File: src/rtl/core/sdd_pkg.sv
`timescale 1ns / 1ps
`default_nettype none
// ----------------------------------------------------------------------------
// Serial download deframer package
// Shared widths, byte codes, result kinds, payload types and the CRC-16 step.
// ----------------------------------------------------------------------------
package sdd_pkg;

  localparam int BYTE_W          = 8;
  localparam int WORD_W          = 32;
  localparam int CRC_W           = 16;
  localparam int KIND_W          = 3;
  localparam int DEF_ADDR_WIDTH  = 32;

  // Special bytes on the serial line.
  localparam logic [BYTE_W-1:0] ESC_BYTE   = 8'h1b;
  localparam logic [BYTE_W-1:0] ABORT_BYTE = 8'h03;
  localparam logic [BYTE_W-1:0] START_MARK = 8'h3a;
  localparam logic [BYTE_W-1:0] CR_BYTE    = 8'h0d;
  localparam logic [BYTE_W-1:0] LF_BYTE    = 8'h0a;

  // CCITT generator without its top bit.
  localparam logic [CRC_W-1:0] CRC_POLY = 16'h1021;

  // Result kinds.
  localparam logic [KIND_W-1:0] KIND_CONSUMED = 3'd0;
  localparam logic [KIND_W-1:0] KIND_WRITE    = 3'd1;
  localparam logic [KIND_W-1:0] KIND_OK       = 3'd2;
  localparam logic [KIND_W-1:0] KIND_BAD_CRC  = 3'd3;
  localparam logic [KIND_W-1:0] KIND_ABORT    = 3'd4;

  typedef struct packed {
    logic [BYTE_W-1:0] rx_byte;
  } in_item_t;

  typedef struct packed {
    logic [WORD_W-1:0] load_address;
  } cfg_item_t;

  typedef struct packed {
    logic [KIND_W-1:0] kind;
    logic [WORD_W-1:0] write_address;
    logic [BYTE_W-1:0] write_data;
    logic [WORD_W-1:0] frame_length;
    logic [CRC_W-1:0]  computed_crc;
    logic [CRC_W-1:0]  received_crc;
  } out_item_t;

  // Shift one byte, MSB first, into an augmented CRC-16.
  function automatic logic [CRC_W-1:0] crc16_byte(input logic [CRC_W-1:0] crc_in,
                                                  input logic [BYTE_W-1:0] data);
    logic [CRC_W-1:0] crc;
    logic             fb;
    crc = crc_in;
    for (int i = BYTE_W - 1; i >= 0; i--) begin
      fb  = crc[CRC_W-1];
      crc = {crc[CRC_W-2:0], data[i]} ^ (fb ? CRC_POLY : '0);
    end
    return crc;
  endfunction

endpackage
`default_nettype wire

File: src/rtl/core/sdd_chan_if.sv
`timescale 1ns / 1ps
`default_nettype none
// ----------------------------------------------------------------------------
// Valid/ready channel
// Carries one item per handshake; the payload type is set per instance.
// ----------------------------------------------------------------------------
interface sdd_chan_if #(
  parameter type payload_t = logic
);
  logic     valid;
  logic     ready;
  payload_t payload;

  modport source (output valid, output payload, input ready);
  modport sink   (input valid, input payload, output ready);
endinterface
`default_nettype wire

File: src/rtl/core/sdd_frame_core.sv
`timescale 1ns / 1ps
`default_nettype none
// ----------------------------------------------------------------------------
// Deframer sequencing core
// Holds the frame state and works out the result for one byte combinationally.
// ----------------------------------------------------------------------------
module sdd_frame_core #(
  parameter int ADDR_WIDTH = sdd_pkg::DEF_ADDR_WIDTH
) (
  input  logic                                clk,
  input  logic                                rst_n,
  input  logic                                step,
  input  logic [sdd_pkg::BYTE_W-1:0]          rx_byte,
  input  logic [sdd_pkg::WORD_W-1:0]          load_address,
  output sdd_pkg::out_item_t                  res
);

  localparam logic [2:0] PH_HUNT = 3'd0;
  localparam logic [2:0] PH_LEN  = 3'd1;
  localparam logic [2:0] PH_DATA = 3'd2;
  localparam logic [2:0] PH_CRC  = 3'd3;
  localparam logic [2:0] PH_EOL  = 3'd4;

  logic [2:0]                     phase_r, phase_nxt;
  logic                           esc_r, esc_nxt;
  logic [1:0]                     idx_r, idx_nxt;
  logic [sdd_pkg::WORD_W-1:0]     len_r, len_nxt;
  logic [sdd_pkg::WORD_W-1:0]     left_r, left_nxt;
  logic [ADDR_WIDTH-1:0]          ptr_r, ptr_nxt;
  logic [sdd_pkg::CRC_W-1:0]      crc_r, crc_nxt;
  logic [sdd_pkg::CRC_W-1:0]      trl_r, trl_nxt;

  always_comb begin
    phase_nxt = phase_r;
    esc_nxt   = esc_r;
    idx_nxt   = idx_r;
    len_nxt   = len_r;
    left_nxt  = left_r;
    ptr_nxt   = ptr_r;
    crc_nxt   = crc_r;
    trl_nxt   = trl_r;
    res       = '0;
    res.kind  = sdd_pkg::KIND_CONSUMED;

    if (phase_r inside {PH_LEN, PH_DATA, PH_CRC}) begin
      if (!esc_r && rx_byte == sdd_pkg::ABORT_BYTE) begin
        phase_nxt = PH_HUNT;
        esc_nxt   = 1'b0;
        idx_nxt   = 2'd0;
        res.kind  = sdd_pkg::KIND_ABORT;
      end else if (!esc_r && rx_byte == sdd_pkg::ESC_BYTE) begin
        esc_nxt = 1'b1;
      end else begin
        esc_nxt = 1'b0;
        case (phase_r)
          PH_LEN: begin
            len_nxt = len_r | ({24'd0, rx_byte} << {idx_r, 3'b000});
            if (idx_r == 2'd3) begin
              idx_nxt   = 2'd0;
              left_nxt  = len_nxt;
              crc_nxt   = '0;
              phase_nxt = (len_nxt == '0) ? PH_CRC : PH_DATA;
            end else begin
              idx_nxt = idx_r + 2'd1;
            end
          end
          PH_DATA: begin
            res.kind          = sdd_pkg::KIND_WRITE;
            res.write_address = sdd_pkg::WORD_W'(ptr_r);
            res.write_data    = rx_byte;
            ptr_nxt           = ptr_r + ADDR_WIDTH'(1);
            crc_nxt           = sdd_pkg::crc16_byte(crc_r, rx_byte);
            left_nxt          = left_r - 32'd1;
            if (left_r == 32'd1) begin
              idx_nxt   = 2'd0;
              phase_nxt = PH_CRC;
            end
          end
          default: begin
            trl_nxt = trl_r | ({8'd0, rx_byte} << {idx_r[0], 3'b000});
            if (idx_r != 2'd0) begin
              idx_nxt   = 2'd0;
              phase_nxt = PH_EOL;
            end else begin
              idx_nxt = idx_r + 2'd1;
            end
          end
        endcase
      end
    end else if (phase_r == PH_EOL) begin
      if (rx_byte == sdd_pkg::ABORT_BYTE) begin
        phase_nxt = PH_HUNT;
        esc_nxt   = 1'b0;
        idx_nxt   = 2'd0;
        res.kind  = sdd_pkg::KIND_ABORT;
      end else if (rx_byte == sdd_pkg::CR_BYTE || rx_byte == sdd_pkg::LF_BYTE) begin
        res.kind         = (crc_r == trl_r) ? sdd_pkg::KIND_OK : sdd_pkg::KIND_BAD_CRC;
        res.frame_length = len_r;
        res.computed_crc = crc_r;
        res.received_crc = trl_r;
        phase_nxt        = PH_HUNT;
        esc_nxt          = 1'b0;
        idx_nxt          = 2'd0;
      end
    end else begin
      // Hunting; unused phase codes fall in here as well.
      if (rx_byte == sdd_pkg::ABORT_BYTE) begin
        phase_nxt = PH_HUNT;
        esc_nxt   = 1'b0;
        idx_nxt   = 2'd0;
        res.kind  = sdd_pkg::KIND_ABORT;
      end else if (rx_byte == sdd_pkg::START_MARK) begin
        phase_nxt = PH_LEN;
        esc_nxt   = 1'b0;
        idx_nxt   = 2'd0;
        len_nxt   = '0;
        left_nxt  = '0;
        crc_nxt   = '0;
        trl_nxt   = '0;
        ptr_nxt   = ADDR_WIDTH'(load_address);
      end else begin
        phase_nxt = PH_HUNT;
      end
    end
  end

  always_ff @(posedge clk) begin
    if (!rst_n) begin
      phase_r <= PH_HUNT;
      esc_r   <= 1'b0;
      idx_r   <= 2'd0;
      len_r   <= '0;
      left_r  <= '0;
      ptr_r   <= '0;
      crc_r   <= '0;
      trl_r   <= '0;
    end else if (step) begin
      phase_r <= phase_nxt;
      esc_r   <= esc_nxt;
      idx_r   <= idx_nxt;
      len_r   <= len_nxt;
      left_r  <= left_nxt;
      ptr_r   <= ptr_nxt;
      crc_r   <= crc_nxt;
      trl_r   <= trl_nxt;
    end
  end

  a_esc_in_frame : assert property (@(posedge clk) disable iff (!rst_n)
    esc_r |-> (phase_r == PH_LEN || phase_r == PH_DATA || phase_r == PH_CRC))
    else $error("escape pending outside the length, data or trailer fields");

  a_start_enters_len : assert property (@(posedge clk) disable iff (!rst_n)
    step && (phase_r == PH_HUNT) && (rx_byte == sdd_pkg::START_MARK)
    |=> phase_r == PH_LEN)
    else $error("start mark did not open a frame");

  a_ptr_advances : assert property (@(posedge clk) disable iff (!rst_n)
    step && (res.kind == sdd_pkg::KIND_WRITE)
    |=> ptr_r == ADDR_WIDTH'($past(ptr_r) + ADDR_WIDTH'(1)))
    else $error("write pointer did not advance after a data write");

endmodule
`default_nettype wire

File: src/rtl/core/sdd_result_buf.sv
`timescale 1ns / 1ps
`default_nettype none
// ----------------------------------------------------------------------------
// Result buffer
// Two-entry output register with skid slot, so input is taken while a result waits.
// ----------------------------------------------------------------------------
module sdd_result_buf (
  input  logic               clk,
  input  logic               rst_n,
  input  logic               push,
  input  sdd_pkg::out_item_t push_item,
  output logic               space,
  sdd_chan_if.source         out_ch
);

  logic [1:0]         cnt_r, cnt_nxt;
  sdd_pkg::out_item_t head_r, head_nxt;
  sdd_pkg::out_item_t skid_r, skid_nxt;
  logic               pop;

  assign pop            = out_ch.valid && out_ch.ready;
  assign space          = (cnt_r != 2'd2);
  assign out_ch.valid   = (cnt_r != 2'd0);
  assign out_ch.payload = head_r;

  always_comb begin
    cnt_nxt  = cnt_r;
    head_nxt = head_r;
    skid_nxt = skid_r;
    case (cnt_r)
      2'd0: begin
        if (push) begin
          head_nxt = push_item;
          cnt_nxt  = 2'd1;
        end
      end
      2'd1: begin
        if (push && pop) begin
          head_nxt = push_item;
        end else if (push) begin
          skid_nxt = push_item;
          cnt_nxt  = 2'd2;
        end else if (pop) begin
          cnt_nxt = 2'd0;
        end
      end
      2'd2: begin
        if (pop) begin
          head_nxt = skid_r;
          cnt_nxt  = 2'd1;
        end
      end
      default: begin
        cnt_nxt = 2'd0;
      end
    endcase
  end

  always_ff @(posedge clk) begin
    if (!rst_n) begin
      cnt_r <= 2'd0;
    end else begin
      cnt_r <= cnt_nxt;
    end
  end

  always_ff @(posedge clk) begin
    head_r <= head_nxt;
    skid_r <= skid_nxt;
  end

  a_cnt_range : assert property (@(posedge clk) disable iff (!rst_n)
    cnt_r != 2'd3)
    else $error("result buffer count out of range");

  a_no_push_full : assert property (@(posedge clk) disable iff (!rst_n)
    push |-> cnt_r != 2'd2)
    else $error("result pushed into a full buffer");

endmodule
`default_nettype wire

File: src/rtl/core/serial_download_deframer.sv
`timescale 1ns / 1ps
`default_nettype none
// ----------------------------------------------------------------------------
// Serial download deframer
// Receives framed, byte-stuffed downloads and turns them into memory writes.
// ----------------------------------------------------------------------------
//
//  Channel  Dir  Payload                                         Item
//  -------  ---  ----------------------------------------------  ----------------------
//  in_ch    in   rx_byte[7:0]                                    one received byte
//  out_ch   out  kind, write_address, write_data, frame_length,  one result per byte
//                computed_crc, received_crc
//  cfg_ch   in   load_address[31:0]                              load base register
//
//  One item is taken every clock cycle when the output side keeps up; each
//  result passes through the input register, then the result buffer. The frame
//  state and CRC update once per byte.
//  Reset is synchronous and active low; it returns the block to hunting for
//  the start mark and clears the load base to zero.
//  A stalled output holds up to two results before in_ch.ready drops.
//  cfg_ch is always ready.
//
// A frame is ':' then a four-byte length (least significant byte first), the
// data bytes and a two-byte CRC trailer, closed by CR or LF. ESC quotes the
// next byte inside the length, data and trailer, and an unquoted 0x03 aborts
// the frame wherever it appears. Every byte yields exactly one result item.
// ----------------------------------------------------------------------------
module serial_download_deframer #(
  parameter int ADDR_WIDTH = sdd_pkg::DEF_ADDR_WIDTH
) (
  input  logic       clk,
  input  logic       rst_n,
  sdd_chan_if.sink   in_ch,
  sdd_chan_if.source out_ch,
  sdd_chan_if.sink   cfg_ch
);

  // Load base, to be written by the user only while the block is idle; the block does not enforce this.
  logic [sdd_pkg::WORD_W-1:0] load_addr_r;

  // Input register: one byte waiting to be processed.
  logic                       in_valid_r, in_valid_nxt;
  logic [sdd_pkg::BYTE_W-1:0] in_byte_r;

  logic                       space;
  logic                       advance;
  logic                       in_fire;
  sdd_pkg::out_item_t         core_res;

  assign cfg_ch.ready = 1'b1;

  always_ff @(posedge clk) begin
    if (!rst_n) begin
      load_addr_r <= '0;
    end else if (cfg_ch.valid) begin
      load_addr_r <= cfg_ch.payload.load_address;
    end
  end

  // The byte moves on whenever the result buffer has a free slot, so the
  // input side is decoupled from the output side by the registered count.
  assign advance     = in_valid_r && space;
  assign in_ch.ready = !in_valid_r || space;
  assign in_fire     = in_ch.valid && in_ch.ready;

  always_comb begin
    in_valid_nxt = in_valid_r;
    if (in_fire) begin
      in_valid_nxt = 1'b1;
    end else if (advance) begin
      in_valid_nxt = 1'b0;
    end
  end

  always_ff @(posedge clk) begin
    if (!rst_n) begin
      in_valid_r <= 1'b0;
    end else begin
      in_valid_r <= in_valid_nxt;
    end
  end

  always_ff @(posedge clk) begin
    if (in_fire) begin
      in_byte_r <= in_ch.payload.rx_byte;
    end
  end

  sdd_frame_core #(
    .ADDR_WIDTH (ADDR_WIDTH)
  ) u_core (
    .clk          (clk),
    .rst_n        (rst_n),
    .step         (advance),
    .rx_byte      (in_byte_r),
    .load_address (load_addr_r),
    .res          (core_res)
  );

  sdd_result_buf u_buf (
    .clk       (clk),
    .rst_n     (rst_n),
    .push      (advance),
    .push_item (core_res),
    .space     (space),
    .out_ch    (out_ch)
  );

  a_hold_when_blocked : assert property (@(posedge clk) disable iff (!rst_n)
    in_valid_r && !space |=> in_valid_r && $stable(in_byte_r))
    else $error("buffered byte lost while the result buffer was full");

  a_ready_when_empty : assert property (@(posedge clk) disable iff (!rst_n)
    !in_valid_r |-> in_ch.ready)
    else $error("input not ready with an empty input register");

endmodule
`default_nettype wire

File: src/flat_wrapper.sv
// flat-port wrapper written by rule: the top's interface ports become plain ports
module serial_download_deframer_flat 
#(
  parameter int ADDR_WIDTH = sdd_pkg::DEF_ADDR_WIDTH
)
  (clk, rst_n, in_ch_valid, in_ch_payload, in_ch_ready, out_ch_valid, out_ch_payload, out_ch_ready, cfg_ch_valid, cfg_ch_payload, cfg_ch_ready);
  sdd_chan_if #(.payload_t(sdd_pkg::in_item_t)) in_ch_i ();
  sdd_chan_if #(.payload_t(sdd_pkg::out_item_t)) out_ch_i ();
  sdd_chan_if #(.payload_t(sdd_pkg::cfg_item_t)) cfg_ch_i ();
  input  logic clk;
  input  logic rst_n;
  input wire logic [$bits(in_ch_i.valid)-1:0] in_ch_valid;
  input wire logic [$bits(in_ch_i.payload)-1:0] in_ch_payload;
  output wire logic [$bits(in_ch_i.ready)-1:0] in_ch_ready;
  output wire logic [$bits(out_ch_i.valid)-1:0] out_ch_valid;
  output wire logic [$bits(out_ch_i.payload)-1:0] out_ch_payload;
  input wire logic [$bits(out_ch_i.ready)-1:0] out_ch_ready;
  input wire logic [$bits(cfg_ch_i.valid)-1:0] cfg_ch_valid;
  input wire logic [$bits(cfg_ch_i.payload)-1:0] cfg_ch_payload;
  output wire logic [$bits(cfg_ch_i.ready)-1:0] cfg_ch_ready;
  assign in_ch_i.valid = in_ch_valid;
  assign in_ch_i.payload = in_ch_payload;
  assign in_ch_ready = in_ch_i.ready;
  assign out_ch_valid = out_ch_i.valid;
  assign out_ch_payload = out_ch_i.payload;
  assign out_ch_i.ready = out_ch_ready;
  assign cfg_ch_i.valid = cfg_ch_valid;
  assign cfg_ch_i.payload = cfg_ch_payload;
  assign cfg_ch_ready = cfg_ch_i.ready;
  serial_download_deframer #(.ADDR_WIDTH(ADDR_WIDTH)) u_core (.clk(clk), .rst_n(rst_n), .in_ch(in_ch_i), .out_ch(out_ch_i), .cfg_ch(cfg_ch_i));
endmodule
File: config.mk
export PLATFORM = sky130hd
export DESIGN_NAME = serial_download_deframer_flat
export DESIGN_NICKNAME = d
export VERILOG_FILES = /design/src/rtl/core/sdd_pkg.sv /design/src/rtl/core/sdd_chan_if.sv /design/src/rtl/core/sdd_frame_core.sv /design/src/rtl/core/sdd_result_buf.sv /design/src/rtl/core/serial_download_deframer.sv /design/src/flat_wrapper.sv
export SDC_FILE = /design/constraint.sdc
export NUM_CORES = 1
export LEC_CHECK = 0
export BUFFER_PORTS_ARGS = -buffer_cell sky130_fd_sc_hd__buf_2
export CORE_ASPECT_RATIO = 1.5
export CORE_MARGIN = 5
export CORE_UTILIZATION = 40
export DETAILED_ROUTE_END_ITERATION = 12
export MAX_ROUTING_LAYER = met4
export PLACE_DENSITY_LB_ADDON = 0.1
export SYNTH_ARGS = -nofsm -noshare
export SYNTH_HDL_FRONTEND = slang
export SYNTH_HIERARCHICAL = 1
export SYNTH_SLANG_ARGS = --single-unit
export TNS_END_PERCENT = 10
File: constraint.sdc
create_clock -name clk -period 16.95 [get_ports clk]
set_input_delay 0 -clock clk [delete_from_list [all_inputs] [get_ports clk]]
set_output_delay 0 -clock clk [all_outputs]
set_load 0.02 [all_outputs]
[After elaboration in Yosys (flattened, before gate mapping)]
Cells that the tools add are included.
Storage, ports and cells
  bits in registers: 391
  word-level logic and storage cells: 203
  input bits: 45
Cells by class
  reductions and logical operators: 30
  equal/unequal tests: 34
  shift operators: 2
  bitwise logic cells: 11
  add/sub/neg operators: 3
  mux-type cells: 99
Operators by type and width (count)
  $mux 32: 18
  $mux 107: 3
  $pmux 107 s3: 1
  $mux 64: 4
  $mux 16: 11
  $xor 16x13->16: 8
  $mux 13: 8
  $mux 41: 2
  $mux 40: 2
  $pmux 32 s2: 1
  $mux 3: 14
  $mux 2: 17
  $add 32x1->32 const B: 1
  $eq 32x1->1 const B: 1
  $logic_not 32->1: 1
  $or 32x32->32: 1
  $pmux 16 s2: 1
  $shl 8x5->32: 1
  $sub 32x1->32 const B: 1
  $ne 2x2->1 const B: 12
  $reduce_and 7->1: 3
  $eq 16x16->1: 1
  $eq 8x4->1 const B: 2
  $or 16x16->16: 1
  other kinds (33): 64

[Logic depth before layout (Yosys ltp)]
Gate-level depths: netlist of run 1.
  depth after elaboration: 20
  mapped depth: 13

[Modules after synthesis]
The synthesis of run 1 kept the hierarchy.
Modules (own cells, without submodules)
  sdd_frame_core: instances 1, sequential area each 2682.6 um2, area each 8355.5 um2, cells an instance 1131
  sdd_result_buf: instances 1, sequential area each 6466.2 um2, area each 7897.6 um2, cells an instance 348
  serial_download_deframer: instances 1, sequential area each 900.9 um2, area each 1545.2 um2, cells an instance 119

[Worst setup path after synthesis of run 1]
No wires, ideal clock.
  path kind: register to register
  start point: register u_core.u_buf.cnt_r[1]
  end point: register u_core.u_buf.head_r, in the netlist u_core/u_buf/out_ch.payload[0], enable pin
  arrival: 7.914 ns
  setup time: 0.720 ns
  stages on the path, launching flop included: 3
  slack: 8.316 ns
  required time: 16.230 ns
  path through: dfxtp_1 -> nand2_1 -> o21ai_0
On the way
  longest elaborated chain between the ends: 5
  elaborated cells between the ends (all ways): 13
Ends and longest elaborated chain
  start: declaration: RTL line sdd_result_buf.sv:16  | logic [1:0] cnt_r, cnt_nxt;
  start signal: assignment: RTL line sdd_result_buf.sv:63  | cnt_r <= cnt_nxt;
  $ne 2x2->1 / $reduce_bool 2->1 (equally long branches): RTL line sdd_result_buf.sv:22, sdd_result_buf.sv:23
  $logic_and 1x1->1, on equally long branches: RTL line serial_download_deframer.sv:62, sdd_result_buf.sv:21
  $logic_and 1x1->1: RTL line sdd_result_buf.sv:38  | if (push && pop) begin
  $ne 2x2->1 (no source line)
  $reduce_and 4->1 (no source line) *
  end signal: assignment: RTL line sdd_result_buf.sv:68  | head_r <= head_nxt;
  end: declaration: RTL line sdd_result_buf.sv:17  | sdd_pkg::out_item_t head_r, head_nxt;
Mark *: on every way between the ends. The rest lies on a longest branch, timed or not.
A chain may end at the register's enable or synchronous reset.

[Worst setup path after layout of run 1]
  start point: register u_core.u_core.phase_r[1]
  end point: register u_core/u_core/crc_r[14] in the netlist's numbering
On the way
  longest elaborated chain between the ends: 5
  elaborated cells between the ends (all ways): 17
Ends and longest elaborated chain
  start: declaration: RTL line sdd_frame_core.sv:24  | logic [2:0] phase_r, phase_nxt;
  start signal: assignment: RTL line sdd_frame_core.sv:138  | phase_r <= phase_nxt;
  $eq 3x2->1 / $eq 3x1->1 (equally long branches): RTL line sdd_frame_core.sv:45, sdd_frame_core.sv:55
  $pmux 16 s2: RTL line sdd_frame_core.sv:55  | case (phase_r)
  $mux 16: RTL line sdd_frame_core.sv:51  | end else if (!esc_r && rx_byte == sdd_pkg::ESC_BYTE) begin
  $mux 16: RTL line sdd_frame_core.sv:46  | if (!esc_r && rx_byte == sdd_pkg::ABORT_BYTE) begin
  $mux 16: RTL line sdd_frame_core.sv:45  | if (phase_r inside {PH_LEN, PH_DATA, PH_CRC}) begin
  end signal: assignment: RTL line sdd_frame_core.sv:144  | crc_r <= crc_nxt;
  end: declaration: RTL line sdd_frame_core.sv:30  | logic [sdd_pkg::CRC_W-1:0] crc_r, crc_nxt;
Several ways; a longest one is shown, not always the timed one. The select of a mux whose other input is x is not followed.

==> summary.txt, run 1 <==
Global route
  – Total gr overflow: 0
  – Total Routing Usage GR: 20.1%
  – Largest net degree at the start of global routing: 76
  – Vias in the first global route: 12,932
  – Initial antenna violation count: 1
  – First-pass GRT wire length: 75.9 mm

Logic synthesis
  – Syn. warnings: 6
  – Mapped Area: 17,800 µm²
  – Area leader, netlist: edfxtp_1
  – Synth area leaders: edfxtp_1, dfxtp_1, mux2_2, a21oi_1, nor2_1
  – Synthesis-stage register bit count: 391
  – Synthesized area per cell: 11.1 µm²
  – Share of the synthesized area in the top cell type: 37.5%
  – Synthesized Nets: 1,649
  – Asr flop ratio synth: 0%
  – Distinct cells, synth: 81
  – Ys flop type: edfxtp_1
  – Number of flops mapped to enable cells by yosys: 222
  – Post-synth top cells: edfxtp_1, dfxtp_1, a21oi_1, nor2_1, mux2_2
  – Top-count cell post-synth: edfxtp_1
  – Mapped Cells: 1,598
  – Sequential share of the synthesized area: 56.5%

Power
  – Max VDD drop: 0.000105 V
  – Design Power: 2410 µW
  – Pwr Density: 117 nW/µm²
  – Leak: 0.00779 µW
  – Switching share of power: 30.5%
  – Clock power share: 35.9%
  – Register share of total power: 44.4%
  – NetSw: 735 µW
  – Combinational group share of total power: 19.7%
  – Pint: 1670 µW

Place
  – Dpl hpwl: 32.2 mm
  – GP Congestion: 0.870
  – Dpl cells: 2,228
  – IO buf count: 153

Setup path
  – Setup CP Type: register to register
  – Startpoint types: register
  – CP Capture Type: register
  – Crit path DAT: 4860 ps
  – CP max FO: 54
  – Worst path required time: 17,390 ps

Floorplan
  – Core Box Area: 44,000 µm²
  – # IOs: 155
  – Row Count: 94
  – Initial Util: 40.5%
  – Die Wd: 182 µm
  – Die Y-Extent: 268 µm
  – Die area: 48,900 µm²

Timing
  – Fin. max-slew vios: 0
  – Tightest Pin Transition: 1210 ps
  – Count of final setup violators: 0
  – RSZ-0062 raised after global routing: false
  – Fin Clk Skew: 20.8 ps
  – Final Hold Fails: 0
  – Peak Freq: 0.226 GHz
  – Setup Total Neg Slack: 0 ps
  – Final min period: 4420 ps
  – Relative slew margins: 19.1%
  – Period utilization: 26.1%
  – Worst hold slack: 180 ps

Cells and area
  – Multi-input gate area: 7130 µm²
  – Register area: 10,000 µm²
  – Final Non-Filler Cells: 2,343
  – Fillers: 4,168
  – Share of post-route cells with drive strength above 1: 21.9%
  – NumNets Final: 1,787
  – Area Overhead vs Synth: 15.8%

Detailed routing
  – DRT met1 WL: 18.7 mm
  – DRC viols: 0
  – Met3 Wirelength: 2.17 mm
  – Top routing layer used: met4
  – Via-to-Cell Ratio: 5.53
  – DRT Pass-1 Iters: 7
  – WL met2: 25.8 mm
  – WL/cell: 20.8 µm
  – Routed via count: 12,958
  – Initial detailed-routing violation count: 809
  – Routed wire length: 48.7 mm
  – Post-route antenna net violation count: 0

Clocking
  – Clk_lat worst skew: 550 ps
  – Total CTS buffers: 39
  – Clock Path Buffers: 3
  – Clock transition at the registers of the reported paths: 60 ps
  – CTS tree: built
  – Post-CTS Setup Repair Bufs: 0
  – CTS H-tree lvls: 2
  – # clock sinks: 391
  – Root buf cell: clkbuf_16

Status
  – Status: finished, final reports clean

Min path
  – Worst Hold Class: input port to register

Job
  – Max-capacitance violation count: 0
## area by class of cell
class                      instances  share of cell area [%]
clock inverter                    14                   0.680
timing repair buffer             224                    6.82
multi-input combinational       1069                    34.6
sequential                       391                    48.8
clock buffer                      57                    5.42
antenna                            1                  0.0121
inverter                          11                   0.200
tap                              576                    3.50
## path summary, 6_finish.rpt
check                                   startpoint  slack [ps]                                     to  depth (start not counted)
max          u_core/u_core/phase_r[1]$_SDFFE_PN0P_       12530   u_core/u_core/crc_r[14]$_SDFFE_PN0P_                          7
min                               in_ch_payload[7]         180          u_core/in_byte_r[7]$_DFFE_PP_                          2
min reg2reg  u_core/u_core/left_r[14]$_SDFFE_PN0P_         460  u_core/u_core/left_r[14]$_SDFFE_PN0P_                          2
max reg2reg  u_core/u_core/phase_r[1]$_SDFFE_PN0P_       12530   u_core/u_core/crc_r[14]$_SDFFE_PN0P_                          7
## power by group through the flow
stage | clock [µW] | sequential [µW] | combinational, µW
final | 864 | 1070 | 475
after floorplan | 0 | 1090 | 334
after global placement | 0 | 1090 | 461
after global routing | 928 | 1070 | 516
after detailed placement | 0 | 1090 | 466
after CTS | 891 | 1070 | 475
## state kept, by name, summed over array words and instances, names as in the netlist
register,count
u_core/u_core/ptr_r,32
u_core/u_core/left_r,32
u_core/u_core/idx_r,2
u_core/in_byte_r,8
u_core/u_core/trl_r,16
u_core/u_core/crc_r,16
u_core/u_core/len_r,32
u_core/u_core/esc_r,1
u_core/u_buf/out_ch.payload,107
u_core/u_core/phase_r,3
u_core/in_valid_r,1
u_core/load_addr_r,32
u_core/u_buf/skid_r,107
u_core/u_buf/cnt_r,2
## stage by stage
stage | setup slack, ps | utilization (%) | instance area, µm²
final | 12530 | 46.9 | 20600
after global routing | 12210 | 46.9 | 20600
after CTS | 12580 | 46.9 | 20600
after detailed placement | 12580 | 43.0 | 18900
after global placement | 12720 | 43.0 | 18900
after floorplan | 8320 | - | 17800
## logic make-up after synthesis
group                      share of synthesized area, %
and+or+nand+nor                                    15.2
DFF                                                56.5
AOI/OAI and AO/OA                                  12.9
muxes                                              9.19
buffers and inverters                              3.80
xor gates and xnor gates                           2.02
adders and majority gates                         0.422
other                                            0.0211
## repair_timing
item / in CTS / in global routing
hold buffers: 43 / 0
setup endpoints to repair: 0 / 0
resized for setup: 0 / 0
endpoints found under the hold margin: 46 / 0
## layout by cell type (no fill, tap or decap), types with 12 or more instances in the layout
cell type      count
a21oi_1          154
a31oi_1           25
and2_1            73
and3_1            48
buf_2            153
buf_4             28
clkbuf_1          14
clkbuf_16         42
dfxtp_1          169
dlygate4sd3_1     43
edfxtp_1         222
mux2_2            99
mux2i_1           40
nand2_1           73
nand3_1           37
nor2_1           126
nor2b_1           40
nor3_1            30
nor4_1            26
o211ai_1          12
o21ai_0           53
o221a_2           14
o22ai_1           14
or4_1             12
xor2_1            32
## per-layer routing
layer  track usage, %  vias to the layer above
li1                 -                     6210
met5                -                        -
met3             2.48                      103
met2             36.2                      369
met4             8.06                        0
met1             22.5                     6276
## critical path: stages (launching register included)
cell and delay (ps):
dfxtp_1 730, o21ba_2 1040, nand2_1 1030, o21ai_1 550, a21o_1 130, buf_4 420
nor4_1 110, a311o_1 290
Power figures use the tool's default switching activity.
==> inputs of run 2 (changes only) <==
--- a/config.mk
+++ b/config.mk
@@ -5,6 +5,7 @@
 export SDC_FILE = /design/constraint.sdc
 export NUM_CORES = 1
 export LEC_CHECK = 0
+export ABC_AREA = 1
 export BUFFER_PORTS_ARGS = -buffer_cell sky130_fd_sc_hd__buf_2
 export CORE_ASPECT_RATIO = 1.5
 export CORE_MARGIN = 5
==> constraint.sdc (replaced) <==
create_clock -name clk -period 4.43 [get_ports clk]
set_input_delay 0 -clock clk [delete_from_list [all_inputs] [get_ports clk]]
set_output_delay 0 -clock clk [all_outputs]
set_load 0.02 [all_outputs]
==> run 2 against run 1 <==
Sequential cell count stayed put. Setup slack got worse by 11000 ps. First-iteration DRC count up 49%. Largest cell class unchanged. Largest power group unchanged. Utilization fell by 0.74 points. Via count increased by 19%. Critical path depth increased by 3. Fmax rose by 47%. Wire length rose by 12%. Count of clock-buffer cells in the layout shrank 3. Register-to-register slack worse by 11000 ps. Synthesized cell count up 42%.
==> summary.txt, run 2 <==
Power
  – Max VDD drop: 0.000223 V (+110%)
  – Design Power: 8540 µW (+250%)
  – Leak: 0.00851 µW (+9.2%)
  – Pint: 6240 µW (+270%)
  – Clock power share: 40.5% (+4.6 points)
  – Combinational group share of total power: 12.2% (-7.5 points)
  – Pwr Density: 398 nW/µm² (+240%)
  – Switching share of power: 26.9% (-3.6 points)
  – Register share of total power: 47.3% (+2.9 points)
  – NetSw: 2300 µW (+210%)

Detailed routing
  – Via-to-Cell Ratio: 5.06 (-8.5%)
  – Post-route antenna net violation count: 0 (unchanged)
  – Routed wire length: 54.5 mm (+12%)
  – WL/cell: 17.9 µm (-14%)
  – Initial detailed-routing violation count: 1,209 (+49%)
  – Routed via count: 15,377 (+19%)
  – DRT Pass-1 Iters: 6 (-1)
  – DRC viols: 0 (unchanged)

Logic synthesis
  – Mapped Area: 18,700 µm² (+5.1%)
  – Top-count cell post-synth: nand2_1
  – XOR/XNOR Fraction of Synth Area: 1.78% (-0.24 points)
  – Number of flops mapped to enable cells by yosys: 222 (unchanged)
  – Distinct cells, synth: 53 (-35%)
  – Synth area leaders: edfxtp_1, dfxtp_1, nand2_1, nor2_1, inv_1
  – Asr flop ratio synth: 0% (unchanged)
  – Sequential share of the synthesized area: 53.7% (-2.7 points)
  – Mapped Cells: 2,275 (+42%)
  – Synthesized area per cell: 8.22 µm² (-26%)
  – Synthesis-stage register bit count: 391 (unchanged)
  – Synthesized Nets: 2,326 (+41%)
  – Ys flop type: edfxtp_1
  – Synth Area in Adders: 0.401% (-0.020 points)
  – Main combinational cell family by area after synthesis: simple AND/OR/NAND/NOR gates
  – Compound-Gate Fraction of Synth Area: 10.6% (-2.3 points)
  – Area leader, netlist: edfxtp_1
  – Synth Area in Simple Gates: 25.7% (+11 points)
  – Mux contribution to synthesized area: 0.0535% (-9.1 points)
  – Syn. warnings: 6 (unchanged)
  – Post-synth top cells: nand2_1, nor2_1, edfxtp_1, inv_1, dfxtp_1
  – Share of the synthesized area in the top cell type: 35.6% (-1.8 points)

Cells and area
  – Antenna cell count: 0 (-1)
  – Share of post-route cells with drive strength above 1: 11.8% (-10 points)
  – Commonest non-fill, non-tap cells in the layout: nand2_1, nor2_1, edfxtp_1
  – Area Overhead vs Synth: 14.6%
  – Fillers: 4,666 (+12%)
  – NumNets Final: 2,463 (+38%)
  – Most common cell after layout, fill and taps aside: nand2_1
  – Core Util, Final: 46.1% (-0.74 points)

Min path
  – Worst Hold Class: input port to register

Timing
  – Count of final setup violators: 0 (unchanged)
  – Setup Total Neg Slack: 0 ps (unchanged)
  – Peak Freq: 0.332 GHz (+47%)
  – Final Hold Fails: 0 (unchanged)
  – Final min period: 3010 ps (-1410 ps)
  – Relative slew margins: 30.0% (+11 points)
  – RSZ-0062 raised after global routing: false
  – Period utilization: 68.0% (+42 points)
  – Fin Clk Skew: 22.2 ps (+1.34 ps)
  – Tightest Pin Transition: 1050 ps (-160 ps)
  – Fin. max-slew vios: 0 (unchanged)

Clocking
  – Root buf cell: clkbuf_16
  – PostCTS Resize Cnt: 0 (unchanged)
  – CTS tree: built
  – Clock Path Buffers: 3 (unchanged)
  – # clock sinks: 391 (unchanged)
  – Post-CTS Setup Repair Bufs: 0 (unchanged)
  – Cts-stage hold buffer count: 42 (-2.3%)
  – Clk_lat worst skew: 560 ps (about the same)
  – Clock transition at the registers of the reported paths: 60 ps (about the same)
  – Total CTS buffers: 40 (+2.6%)
  – CTS H-tree lvls: 2 (unchanged)

Global route
  – Initial antenna violation count: 0 (-1)
  – Total gr overflow: 0 (unchanged)
  – Largest net degree at the start of global routing: 85 (+12%)
  – First-pass GRT wire length: 85.2 mm (+12%)
  – Total Routing Usage GR: 21.2% (+1.1 points)
  – Vias in the first global route: 14,933 (+15%)

Floorplan
  – # IOs: 155 (unchanged)
  – Die Wd: 187 µm (+2.4%)
  – Initial Util: 40.2% (-0.23 points)
  – Row Count: 97 (+3.2%)
  – Die Y-Extent: 275 µm (+2.4%)
  – Die area: 51,300 µm² (+4.8%)
  – Core Box Area: 46,500 µm² (+5.7%)

Place
  – GP Congestion: 0.946 (+8.7%)
  – IO buf count: 153 (unchanged)
  – Dpl hpwl: 37.9 mm (+18%)

Status
  – Status: finished, final reports clean

Setup path
  – Worst path required time: 4860 ps (-12,530 ps)
  – Setup CP Type: register to register
  – CP peak stage delay: 1010 ps (-30 ps)
  – Slowest CP cell: dfxtp_1
  – Cell breakdown of the critical path: inv_1 -> ha_1 -> nand3_1 -> nand2_1 -> nand2_1 -> inv_1 -> nor2_1 -> nand3_1 -> nor2_1 -> a21oi_1
  – CP Capture Type: register
  – Crit path max-delay family: flip-flops
  – Crit path DAT: 3440 ps (-1420 ps)
  – CP max FO: 27 (-50%)
  – Startpoint types: register
  – CP bufs+invs: 2 (+1)

Job
  – Max-capacitance violation count: 0 (unchanged)
-- run 2: cell types whose count changed after synthesis, moves of 57 or more --
cell	before	now
mux2_2	99	0
nand2_1	73	655
nor2_1	126	363
and2_1	73	0
o21ai_0	54	130
clkbuf_1	86	29
inv_1	10	185
-- run 2: area by class of cell --
type	instances	area (µm²)	area share, %
Timing Repair Buffer	212	1340	6.25
Clock inverter	20	206	0.963
Inverter	197	746	3.48
Clock buffer	54	1130	5.26
Multi-Input combinational cell	1570	7230	33.7
Sequential cell	391	10000	46.9
Tap cell	594	743	3.47
-- run 2: worst paths after layout --
kind / cells past startpoint / slack, ps / startpoint / endpoint
setup / recovery: 10 / 1420 / u_core/u_core/idx_r[0]$_SDFFE_PN0P_ / u_core/u_core/phase_r[0]$_SDFFE_PN0P_
hold / removal: 3 / 40 / cfg_ch_valid / u_core/load_addr_r[31]$_SDFFE_PN0P_
setup reg to reg: 10 / 1420 / u_core/u_core/idx_r[0]$_SDFFE_PN0P_ / u_core/u_core/phase_r[0]$_SDFFE_PN0P_
hold reg to reg: 2 / 470 / u_core/u_core/len_r[0]$_SDFFE_PN0P_ / u_core/u_core/len_r[0]$_SDFFE_PN0P_
-- run 2: logic make-up (layout without fill, tap and decap cells) --
family	after synthesis	count (layout)
flops	391	391
other cells	1	1
buf+inv	314	483
compound gates	348	348
simple gates	1176	1176
xor+xnor	38	38
mux	1	1
fa+ha+maj	6	6
-- run 2: per-layer routing --
| metal | part of all wire, % | vias to the layer above | GRT usage (%) |
|---|---|---|---|
| met5 | 0 | - | - |
| met4 | 3.9 | 0 | 7.81 |
| met3 | 4.1 | 129 | 2.42 |
| met2 | 53 | 402 | 39.3 |
| met1 | 39 | 7138 | 23.3 |
| li1 | - | 7708 | - |
-- run 2: metrics by stage --
| step | setup slack [ps] | cells | hold slack, ps | instance area [µm²] |
|---|---|---|---|---|
| 4_1_cts | 1480 | 3038 | 24.3 | 21400 |
| 2_1_floorplan | 813 | 2275 | 98.9 | 18700 |
| 5_1_grt | 1200 | 3038 | 63.7 | 21400 |
| 6_report | 1420 | 3038 | 43.7 | 21400 |
| 3_3_place_gp | 1540 | 2922 | 180 | 19700 |
| 3_5_place_dp | 1500 | 2922 | 179 | 19700 |
-- run 2: power by group through the flow --
stage                     registers, µW  logic, µW  clock network [µW]
final                              4040       1040                3460
after global routing               4050       1150                3700
after CTS                          4040       1050                3550
after detailed placement           4120       1010                   0
after global placement             4120       1020                   0
after floorplan                    4130        700                   0
-- run 2: worst min-delay path: cells and delay by family --
kind / cells / cell delay, ps
and+or+nand+nor: 1 / 40
AOI/OAI and AO/OA: 1 / 230
buffers and inverters: 1 / 260
